### src/rtl/core/tjct_pkg.sv
// Package with the shared types and constants of the tick interval tracker.
`timescale 1ns / 1ps

package tjct_pkg;

  localparam int unsigned IVL_W = 16;
  localparam int unsigned TICK_W = 64;
  localparam int unsigned TGT_W = IVL_W + 2;

  localparam logic [IVL_W-1:0] IVL_MAX = 16'hffff;
  localparam logic [TGT_W-1:0] TARGET_BIAS = 18'd4;

  localparam logic OP_RECORD = 1'b0;
  localparam logic OP_UPDATE = 1'b1;

  typedef enum logic [2:0] {
    ST_IDLE,
    ST_REC,
    ST_SCAN,
    ST_DRAIN,
    ST_DONE
  } state_t;

  typedef struct packed {
    logic             en;
    logic [IVL_W-1:0] data;
  } ring_wr_t;

endpackage

### src/rtl/core/tjct_ring.sv
// Interval ring: synchronous memory with write pointer and fill count.
`timescale 1ns / 1ps

module tjct_ring #(
  parameter int unsigned RING_DEPTH = 16,
  parameter int unsigned IDX_W = 4
) (
  input  logic                   clk,
  input  logic                   rst_n,
  input  tjct_pkg::ring_wr_t     wr,
  input  logic                   rd_en,
  input  logic [IDX_W-1:0]       rd_idx,
  output logic [tjct_pkg::IVL_W-1:0] rd_data,
  output logic                   rd_ok
);
  import tjct_pkg::*;

  localparam int unsigned CNT_W = $clog2(RING_DEPTH + 1);
  localparam logic [IDX_W-1:0] LAST_IDX = IDX_W'(RING_DEPTH - 1);
  localparam logic [CNT_W-1:0] FULL_CNT = CNT_W'(RING_DEPTH);

  logic [IVL_W-1:0] mem [RING_DEPTH];
  logic [IDX_W-1:0] wpos_r, wpos_nxt;
  logic [CNT_W-1:0] fill_r, fill_nxt;
  logic [IVL_W-1:0] rd_data_r;
  logic             rd_ok_r;

  // Entries are written in order from zero, so an index below the fill
  // count has been written; a read of any other index returns zero.
  always_comb begin
    wpos_nxt = wpos_r;
    fill_nxt = fill_r;
    if (wr.en) begin
      wpos_nxt = (wpos_r == LAST_IDX) ? '0 : wpos_r + 1'b1;
      fill_nxt = (fill_r == FULL_CNT) ? fill_r : fill_r + 1'b1;
    end
  end

  always_ff @(posedge clk) begin
    if (!rst_n) begin
      wpos_r <= '0;
      fill_r <= '0;
    end else begin
      wpos_r <= wpos_nxt;
      fill_r <= fill_nxt;
    end
  end

  always_ff @(posedge clk) begin
    if (wr.en) begin
      mem[wpos_r] <= wr.data;
    end
  end

  always_ff @(posedge clk) begin
    if (rd_en) begin
      rd_data_r <= mem[rd_idx];
      rd_ok_r   <= (CNT_W'(rd_idx) < fill_r);
    end
  end

  assign rd_data = rd_ok_r ? rd_data_r : '0;
  assign rd_ok   = rd_ok_r;

endmodule

### src/rtl/core/tick_jitter_catchup_tracker.sv
// Top level of the tick interval tracker with catch-up derivation.
// Record item: the result is loaded from the REC state once the output is free; no new item
//   is taken until then. Update item: the result follows the SCAN, DRAIN and DONE states;
//   the maximum walk reads one ring entry a cycle through the single read port.
// A stalled result holds the next item in its final state. Synchronous active-low reset
//   clears previous tick, pointer, fill count and catch-up; no ring clearing pass.
`timescale 1ns / 1ps

module tick_jitter_catchup_tracker #(
  parameter int unsigned RING_DEPTH = 16
) (
  input  logic                        clk,
  input  logic                        rst_n,
  input  logic                        in_valid,
  output logic                        in_stall,
  input  logic                        in_operation,
  input  logic [tjct_pkg::TICK_W-1:0] in_tick_value,
  input  logic [tjct_pkg::IVL_W-1:0]  in_current_interval,
  output logic                        out_valid,
  input  logic                        out_stall,
  output logic                        out_interval_recorded,
  output logic [tjct_pkg::IVL_W-1:0]  out_catchup_amount
);
  import tjct_pkg::*;

  localparam int unsigned IDX_W = (RING_DEPTH > 1) ? $clog2(RING_DEPTH) : 1;
  localparam logic [IDX_W-1:0] LAST_IDX = IDX_W'(RING_DEPTH - 1);

  state_t state_r, state_nxt;

  // Latched item.
  logic              op_r;
  logic [TICK_W-1:0] tick_r;
  logic [IVL_W-1:0]  cur_r;

  // Architectural state outside the ring.
  logic [TICK_W-1:0] prev_tick_r;
  logic [IVL_W-1:0]  catchup_r;

  // Scan control.
  logic [IDX_W-1:0]  scan_idx_r;
  logic              rd_vld_r;
  logic [IVL_W-1:0]  max_r;

  // Result register.
  logic              out_valid_r;
  logic              out_rec_r;
  logic [IVL_W-1:0]  out_catchup_r;

  // Ring interface.
  ring_wr_t          ring_wr;
  logic              rd_en;
  logic [IVL_W-1:0]  rd_data;
  logic              rd_ok;

  // Datapath terms.
  logic              in_xfer;
  logic              out_free;
  logic              rec_fire;
  logic              done_fire;
  logic              tick_same;
  logic              prev_known;
  logic [TICK_W-1:0] gap;
  logic [IVL_W-1:0]  gap_sat;
  logic [TGT_W-1:0]  target_raw;
  logic [IVL_W-1:0]  target;
  logic [IVL_W-1:0]  catchup_new;

  assign in_xfer  = in_valid && !in_stall;
  assign out_free = !out_valid_r || !out_stall;

  // Next-state logic.
  always_comb begin
    state_nxt = state_r;
    unique case (state_r)
      ST_IDLE: begin
        if (in_xfer) begin
          state_nxt = (in_operation == OP_UPDATE) ? ST_SCAN : ST_REC;
        end
      end
      ST_REC: begin
        if (out_free) begin
          state_nxt = ST_IDLE;
        end
      end
      ST_SCAN: begin
        if (scan_idx_r == LAST_IDX) begin
          state_nxt = ST_DRAIN;
        end
      end
      ST_DRAIN: state_nxt = ST_DONE;
      ST_DONE: begin
        if (out_free) begin
          state_nxt = ST_IDLE;
        end
      end
      default: state_nxt = ST_IDLE;
    endcase
  end

  // Control outputs of the sequencer.
  always_comb begin
    in_stall  = 1'b1;
    rd_en     = 1'b0;
    rec_fire  = 1'b0;
    done_fire = 1'b0;
    unique case (state_r)
      ST_IDLE:  in_stall  = 1'b0;
      ST_REC:   rec_fire  = out_free;
      ST_SCAN:  rd_en     = 1'b1;
      ST_DRAIN: rd_en     = 1'b0;
      ST_DONE:  done_fire = out_free;
      default:  in_stall  = 1'b1;
    endcase
  end

  // Record path: interval from the old previous tick, clamped to 16 bits.
  assign tick_same  = (tick_r == prev_tick_r);
  assign prev_known = (prev_tick_r != '0);
  assign gap        = (tick_r > prev_tick_r) ? (tick_r - prev_tick_r) : '0;
  assign gap_sat    = (gap[TICK_W-1:IVL_W] != '0) ? IVL_MAX : gap[IVL_W-1:0];

  assign ring_wr.en   = rec_fire && !tick_same && prev_known;
  assign ring_wr.data = gap_sat;

  // Update path: target = max + max/16 + bias, saturated.
  assign target_raw  = {2'b00, max_r} + {6'b000000, max_r[IVL_W-1:4]} + TARGET_BIAS;
  assign target      = (target_raw > TGT_W'(IVL_MAX)) ? IVL_MAX : target_raw[IVL_W-1:0];
  assign catchup_new = (cur_r > target) ? (cur_r - target) : '0;

  tjct_ring #(
    .RING_DEPTH(RING_DEPTH),
    .IDX_W     (IDX_W)
  ) u_ring (
    .clk    (clk),
    .rst_n  (rst_n),
    .wr     (ring_wr),
    .rd_en  (rd_en),
    .rd_idx (scan_idx_r),
    .rd_data(rd_data),
    .rd_ok  (rd_ok)
  );

  always_ff @(posedge clk) begin
    if (!rst_n) begin
      state_r     <= ST_IDLE;
      prev_tick_r <= '0;
      catchup_r   <= '0;
      out_valid_r <= 1'b0;
      rd_vld_r    <= 1'b0;
      scan_idx_r  <= '0;
    end else begin
      state_r  <= state_nxt;
      rd_vld_r <= rd_en;

      // Advance the read address through the ring.
      if (in_xfer) begin
        scan_idx_r <= '0;
      end else if (rd_en) begin
        scan_idx_r <= scan_idx_r + 1'b1;
      end

      // Load a finished result, else drop it once the far side takes it.
      if (rec_fire || done_fire) begin
        out_valid_r <= 1'b1;
      end else if (out_valid_r && !out_stall) begin
        out_valid_r <= 1'b0;
      end

      if (rec_fire && !tick_same) begin
        prev_tick_r <= tick_r;
      end

      // With no known tick the catch-up holds its value.
      if (done_fire && prev_known) begin
        catchup_r <= catchup_new;
      end
    end
  end

  // Payload registers.
  always_ff @(posedge clk) begin
    if (in_xfer) begin
      op_r   <= in_operation;
      tick_r <= in_tick_value;
      cur_r  <= in_current_interval;
      max_r  <= '0;
    end else if (rd_vld_r && rd_ok && (rd_data > max_r)) begin
      max_r <= rd_data;
    end

    if (rec_fire) begin
      out_rec_r     <= ring_wr.en;
      out_catchup_r <= catchup_r;
    end else if (done_fire) begin
      out_rec_r     <= (op_r == OP_RECORD);
      out_catchup_r <= prev_known ? catchup_new : catchup_r;
    end
  end

  assign out_valid             = out_valid_r;
  assign out_interval_recorded = out_rec_r;
  assign out_catchup_amount    = out_catchup_r;

endmodule

### config.mk
export PLATFORM = sky130hd
export DESIGN_NAME = tick_jitter_catchup_tracker
export DESIGN_NICKNAME = d
export VERILOG_FILES = /design/src/rtl/core/tjct_pkg.sv /design/src/rtl/core/tjct_ring.sv /design/src/rtl/core/tick_jitter_catchup_tracker.sv
export SDC_FILE = /design/constraint.sdc
export NUM_CORES = 1
export LEC_CHECK = 0
export BUFFER_PORTS_ARGS = -buffer_cell sky130_fd_sc_hd__buf_2
export CORE_MARGIN = 2
export CORE_UTILIZATION = 60
export DETAILED_ROUTE_END_ITERATION = 16
export PLACE_DENSITY = 0.88
export SLEW_MARGIN = 20
export SYNTH_ARGS = -nofsm -noshare
export SYNTH_HDL_FRONTEND = slang
export SYNTH_SLANG_ARGS = --single-unit
### constraint.sdc
create_clock -name clk -period 11.68 [get_ports clk]
set_clock_uncertainty 0.15 [all_clocks]
set_input_delay 0.584 -clock clk [delete_from_list [all_inputs] [get_ports clk]]
set_output_delay 0.584 -clock clk [all_outputs]
set_load 0.01 [all_outputs]
==> metrics.cfg, run 1 <==
[yosys]
synth.yosys.warnings = 0
yosysSeqAreaShare_pct = 54.2
asyncSetResetFlopFracSynth_pct = 0
synth_edf_count = 371
mappedNetlistNets = 2317
synth.cell_area_sq_um = 24800
synth-main-ff-cell = edfxtp_1
synthCells = 2099
yosys_register_bits = 485
yosys.cell_types.count = 82
synth_area_per_cell_sq_um = 11.8

[timing]
fin_tns_setup_ns = 0
report.final.slew_viol_count = 0
unrepaired_setup_endpoints_after_global_routing = false
slew_headroom_pct = 31.7
setup_violations = 0
report.final.hold_viol_count = 0
max_freq_mhz = 144
post-route-min-period_ns = 6.97
worstMarginPinSlew_ns = 1.02
timing.final.crit_share_pct = 59.6

[place]
numPlacedInstances = 2666
hpwlAfterDp_mm = 43.8
place.port_buffers = 103
finalWeightedCongestion = 0.982

[layout]
regArea_sq_um = 13400
final_core_util_pct = 69.0
flow.area_growth_from_synthesis_pct = 13.6
final_net_count = 2464
instances_no_fill = 2814
antenna_cells_inserted = 0
fillCellCount = 2697
layout-drive-gt1-share_pct = 14.7
area_occupied_by_multi_input_gates_sq_um = 10600

[worst_setup_path]
r2r-start = max_r[6]
timing.setup.critical_path_class = register to register
cpMostUsedCell = a21oi_1
delay_of_the_slowest_critical_path_stage_ns = 0.61
end_kind = register
cpMaxStageDelayCell = a211oi_1
required_ns = 11.88
crit_fanout = 22
critical_path.startpoint_type = register
worst_path_dominant_cell_family = compound AO/OA/AOI/OAI gates
worstSetupStartpoint = max_r[6]
path_buf_inv = 4
critPathArrivalTime_ns = 7.17

[clock_tree]
tritoncts_num_sinks = 485
cts-buffers-inserted = 48
root_buffer_cell = clkbuf_16
longest_clk_path_bufs = 3
tritoncts = done
cts_post_setup_buffers_inserted = 0
clock_latency_ns = 0.62
cts_max_level = 2
clk_pin_slew_ns = 0.07

[detailed_routing]
first_pass_iters = 5
routed_length_per_instance_um = 24.0
vias = 18214
route.detailed.vias_per_inst = 6.47
violation_count_after_the_first_detailed_route_iteration = 2090
drt_wl_total_mm = 67.6
drcViolationCount = 0
final_antenna_net_count = 0

[global_routing]
grt_max_degree = 98
antenna_found_initial = 0
grt_pass1_vias = 17883
grt_overflow_total = 0
global_route.usage.total_pct = 31.1
grt_pass1_wl_mm = 104

[pwr]
power_per_cell_area_nw_per_um2 = 152
peakVddDrop_v = 0.000140
totalPowerFinal_mw = 4.28
p_leak_nw = 9.78

[outcome]
outcome = finished, final reports clean

[floorplan]
row_count = 74
floorplan.initialDensity_pct = 60.8
io_pins = 104
y_dimension_of_the_die_um = 207
die_x_um = 207
design.core.area_sq_um = 40700
design.die.area_sq_um = 42900

[flow_run]
max_cap_violations = 0

[hold_path]
min_from = in_tick_value[0]
timing.hold.worst.class = input port to register

-- cell type report --
cell class                 count  share of cell area (%)
sequential                   485                    47.8
multi-input combinational   1401                    37.5
timing repair buffer         190                    4.81
clock buffer                  54                    4.42
tap                          532                    2.37
inverter                     120                    1.60
clock inverter                32                    1.49
-- kinds of logic after synthesis --
kind of cell               synth area share (%)
AOI/OAI and AO/OA                          12.5
xor gates and xnor gates                   2.55
adders and majority gates                  6.81
buffers and inverters                      3.60
DFF                                        54.2
muxes                                      8.65
and+or+nand+nor                            11.7
-- registers in the layout, indices dropped and copies added (netlist names) --
register and cells:
u_ring.mem 256, prev_tick_r 64, tick_r 64, catchup_r 16, cur_r 16, max_r 16, out_catchup_amount 16, u_ring.rd_data_r 16
u_ring.fill_r 5, scan_idx_r 4, u_ring.wpos_r 4, state_r 3, op_r 1, out_interval_recorded 1, out_valid 1, rd_vld_r 1
u_ring.rd_ok 1
-- where the power goes --
group / switching, mW / total [mW] / internal [mW]
sequential: 0.0394 / 1.98 / 1.94
clock: 0.700 / 1.63 / 0.932
combinational: 0.422 / 0.667 / 0.245
-- synth_stat cells, types with 35 or more instances --
library cell / instances / share of area [%]
mux4_2: 80 / 7.3
ha_1: 130 / 6.6
nand4_1: 46 / 1.2
xnor2_1: 50 / 1.8
edfxtp_1: 371 / 45
nand2_1: 252 / 3.8
nor3_1: 44 / 0.89
a21oi_1: 113 / 2.3
clkbuf_1: 62 / 0.94
inv_1: 120 / 1.8
nand3_1: 35 / 0.71
nor2_1: 114 / 1.7
o21ai_0: 79 / 1.6
dfxtp_1: 114 / 9.2
a21boi_0: 82 / 2.5
-- cells in the final DEF, fill, tap and decap left out, types with 14 or more instances in the layout --
| master | count |
|---|---|
| a21boi_0 | 82 |
| a21o_1 | 28 |
| a21oi_1 | 112 |
| and2_1 | 27 |
| buf_2 | 103 |
| buf_4 | 25 |
| clkbuf_16 | 48 |
| dfxtp_1 | 111 |
| dlygate4sd3_1 | 58 |
| edfxtp_1 | 371 |
| ha_1 | 130 |
| inv_1 | 120 |
| mux2i_1 | 26 |
| mux4_2 | 80 |
| nand2_1 | 252 |
| nand2b_1 | 14 |
| nand3_1 | 35 |
| nand4_1 | 46 |
| nor2_1 | 110 |
| nor2b_1 | 14 |
| nor3_1 | 40 |
| nor4_1 | 23 |
| o21a_1 | 28 |
| o21ai_0 | 79 |
| o21bai_1 | 15 |
| o31a_1 | 19 |
| or3_1 | 16 |
| xnor2_1 | 50 |
| xor2_1 | 22 |
-- per-stage QoR --
step | worst slack [ns] | hold WS [ns] | area, sq um
after detailed placement | 4.98 | 0.310 | 25800
final | 4.71 | 0.00935 | 28100
after global routing | 4.29 | -0.00260 | 28100
after floorplan | 5.80 | 0.276 | 24800
after CTS | 4.84 | 0.000428 | 28000
after global placement | 5.20 | 0.284 | 25800
-- worst paths after layout --
check / to / slack, ns / depth (start not counted)
worst max register to register: out_catchup_amount[15] / 4.71 / 30
worst min register to register: catchup_r[9] / 0.32 / 2
worst min-delay path: tick_r[0] / 0.009 / 1
worst max-delay path: out_catchup_amount[15] / 4.71 / 30
-- routing by layer --
layer,global-route usage [%],wire length [um],vias up
met2,52.1,33100,1070
met5,0,0,-
met4,10.9,2500,0
li1,-,-,8115
met1,41.7,26100,8837
met3,4.85,5880,192
-- repair_timing --
item	4_1_cts	5_1_grt
gates resized for setup	0	0
endpoints found under the hold margin	52	6
hold buffers	52	6
(Power assumes the default switching activity.)
==> run 2: changes to the inputs <==
--- a/config.mk
+++ b/config.mk
@@ -5,6 +5,7 @@
 export SDC_FILE = /design/constraint.sdc
 export NUM_CORES = 1
 export LEC_CHECK = 0
+export ABC_AREA = 1
 export BUFFER_PORTS_ARGS = -buffer_cell sky130_fd_sc_hd__buf_2
 export CORE_MARGIN = 2
 export CORE_UTILIZATION = 60
==> constraint.sdc (replaced) <==
create_clock -name clk -period 6.9 [get_ports clk]
set_clock_uncertainty 0.15 [all_clocks]
set_input_delay 0.345 -clock clk [delete_from_list [all_inputs] [get_ports clk]]
set_output_delay 0.345 -clock clk [all_outputs]
set_load 0.01 [all_outputs]
==> metrics.cfg, run 2 <==
[global_routing]
antenna_found_initial = 0  ; unchanged
global_route.usage.total_pct = 31.8  ; +0.63 points
grt_max_degree = 130  ; +33%
grt_pass1_vias = 21497  ; +20%
grt_pass1_wl_mm = 112  ; +7.7%
grt_overflow_total = 0  ; unchanged

[worst_setup_path]
critical_path.startpoint_type = register
delay_of_the_slowest_critical_path_stage_ns = 0.57  ; -0.04 ns
crit_fanout = 16  ; -27%
cpMaxStageDelayCell = nor2_2
path_buf_inv = 6  ; +2
end_kind = register
critPathArrivalTime_ns = 5.78  ; -1.39 ns
worst_path_dominant_cell_family = compound AO/OA/AOI/OAI gates
timing.setup.critical_path_class = register to register
required_ns = 7.24  ; -4.64 ns

[pwr]
switching_share_pct = 40.4  ; +13 points
clkPwrFrac_pct = 24.2  ; -14 points
sequential_group_share_of_total_power_pct = 35.1  ; -11 points
power.internal_mw = 6.25  ; +100%
peakVddDrop_v = 0.000278  ; +98%
totalPowerFinal_mw = 10.5  ; +150%
net-switching-power_mw = 4.24  ; +270%
p_leak_nw = 11.5  ; +18%
power_per_cell_area_nw_per_um2 = 353  ; +130%
combPwrFrac_pct = 40.7  ; +25 points

[layout]
most_common_cell_after_layout_fill_and_taps_aside = nand2_1
layout-drive-gt1-share_pct = 8.47  ; -6.3 points
flow.area_growth_from_synthesis_pct = 13.0
fillCellCount = 3256  ; +21%
final_cell_mix = nand2_1, inv_1, edfxtp_1, nor2_1, a21oi_1
largest_register_ff_count = 256  ; unchanged
registers.top_by_ff_count = u_ring.mem
area_occupied_by_multi_input_gates_sq_um = 10900  ; +3.4%
regArea_sq_um = 13400  ; about the same
top_regs = u_ring.mem: 256 flops, prev_tick_r: 64 flops, tick_r: 64 flops
final_net_count = 3437  ; +39%

[clock_tree]
tritoncts_num_sinks = 485  ; unchanged
tritoncts = done
clock_latency_ns = 0.62  ; about the same
clk_pin_slew_ns = 0.07  ; about the same
longest_clk_path_bufs = 3  ; unchanged
cts-buffers-inserted = 47  ; -2.1%
cts_max_level = 2  ; unchanged
cts_post_setup_buffers_inserted = 0  ; unchanged
root_buffer_cell = clkbuf_16

[yosys]
mappedNetlistNets = 3269  ; +41%
yosys.cell_types.count = 56  ; -32%
yosysSeqAreaShare_pct = 51.0  ; -3.2 points
synth-main-ff-cell = edfxtp_1
synth.most_common_cell = nand2_1
synth.cell_area_sq_um = 26300  ; +6.3%
yosys_register_bits = 485  ; unchanged
synth_common_cells = nand2_1, inv_1, edfxtp_1
synth_area_per_cell_sq_um = 8.63  ; -27%
synth.yosys.warnings = 0  ; unchanged
yosysTopAreaCellShare_pct = 42.3  ; -2.7 points
asyncSetResetFlopFracSynth_pct = 0  ; unchanged
synth.largest_area_cell = edfxtp_1
synthCells = 3051  ; +45%
synth.top_cells.by_area = edfxtp_1, nand2_1, dfxtp_1
synth_edf_count = 371  ; unchanged

[floorplan]
die_x_um = 213  ; +3.0%
row_count = 76  ; +2.7%
design.die.area_sq_um = 45600  ; +6.2%
design.core.area_sq_um = 43200  ; +6.0%
io_pins = 104  ; unchanged
floorplan.initialDensity_pct = 61.0  ; +0.18 points
y_dimension_of_the_die_um = 213  ; +3.0%

[detailed_routing]
drt_wl_total_mm = 72.5  ; +7.2%
drcViolationCount = 0  ; unchanged
routed_length_per_instance_um = 18.9  ; -22%
route.detailed.vias_per_inst = 5.81  ; -10%
vias = 22323  ; +23%
final_antenna_net_count = 0  ; unchanged
first_pass_iters = 8  ; +3
violation_count_after_the_first_detailed_route_iteration = 2467  ; +18%

[timing]
fin_worst_hold_slack_ns = 0.0666  ; +0.0572 ns
max_freq_mhz = 184  ; +28%
post-route-min-period_ns = 5.44  ; -1.53 ns
fin_tns_setup_ns = 0  ; unchanged
slew_headroom_pct = 19.9  ; -12 points
setup_violations = 0  ; unchanged
timing.final.crit_share_pct = 78.8  ; +19 points
unrepaired_setup_endpoints_after_global_routing = false
report.final.hold_viol_count = 0  ; unchanged
report.final.slew_viol_count = 0  ; unchanged
worstMarginPinSlew_ns = 1.20  ; +0.175 ns

[place]
place.port_buffers = 103  ; unchanged
hpwlAfterDp_mm = 49.3  ; +13%
finalWeightedCongestion = 1.01  ; +3.1%

[flow_run]
max_cap_violations = 0  ; unchanged

[outcome]
outcome = finished, final reports clean

[hold_path]
timing.hold.worst.class = input port to register

-- run 2: changes by cell type after synthesis, moves of 41 or more --
cell      change
a21boi_0     -80
a21oi_1     +105
o21ai_0     +127
nor2_1      +223
inv_1       +295
nand2_1     +440
xnor2_1      -41
mux4_2       -80
nand3_1     +105
-- run 2: power by group through the flow --
stage / registers (mW) / clock network [mW] / logic [mW]
2_1_floorplan: 3.68 / 0 / 3.07
3_3_place_gp: 3.71 / 0 / 4.04
3_5_place_dp: 3.73 / 0 / 4.11
4_1_cts: 3.67 / 2.55 / 4.19
5_1_grt: 3.70 / 2.66 / 4.77
6_report: 3.68 / 2.54 / 4.27
-- run 2: final cells by class --
cell class / count / share of cell area, %
Timing Repair Buffer: 209 / 5.10
Inverter: 428 / 5.41
Clock inverter: 27 / 0.897
Sequential cell: 485 / 45.2
Multi-Input combinational cell: 2048 / 36.7
Clock buffer: 61 / 4.20
Antenna cell: 1 / 0.00842
Tap cell: 585 / 2.46
-- run 2: per-stage QoR --
step / setup slack [ns] / util (%) / instance area (sq um) / instances
6_report: 1.46 / 68.9 / 29700 / 3844
5_1_grt: 0.748 / 68.9 / 29700 / 3843
4_1_cts: 1.53 / 68.8 / 29700 / 3843
2_1_floorplan: 1.57 / - / 26300 / 3051
3_5_place_dp: 1.63 / 63.4 / 27400 / 3673
3_3_place_gp: 1.79 / 63.4 / 27400 / 3673
-- run 2: final timing paths --
path | slack, ns | start | cells after the start | to
hold / removal | 0.07 | in_valid | 5 | state_r[1]
hold reg to reg | 0.33 | prev_tick_r[33] | 2 | prev_tick_r[33]
setup reg to reg | 1.46 | max_r[6] | 30 | out_catchup_amount[4]
setup / recovery | 1.46 | max_r[6] | 30 | out_catchup_amount[4]
-- run 2: routing by layer --
layer  track usage, %  up-vias  share of wire (%)
met4             15.7        0                4.9
met1             39.1    10450                 39
met5                0        -                  0
met3             4.57      227                7.6
li1                 -    10603                  -
met2             54.9     1043                 49
-- run 2: what timing repair did --
| item | CTS | global route |
|---|---|---|
| resized for setup | 0 | 0 |
| hold endpoints to repair | 84 | 0 |
| setup endpoints to repair | 0 | 0 |
| hold buffers | 82 | 0 |
-- run 2: kinds of logic after synthesis --
group | count (synthesis) | share of synthesized area [%]
adders and majority gates | 133 | 6.41
buffers and inverters | 518 | 7.63
and+or+nand+nor | 1320 | 21.3
AOI/OAI and AO/OA | 542 | 11.7
DFF | 485 | 51.0
muxes | 27 | 1.03
xor gates and xnor gates | 26 | 0.865
-- run 2: worst reg2reg max path: cells and delay by family, from the launching register on --
family | cells | cell delay [ns]
DFF | 1 | 0.36
adders and majority gates | 3 | 0.94
and+or+nand+nor | 11 | 1.56
AOI/OAI and AO/OA | 10 | 1.58
buffers and inverters | 6 | 0.72
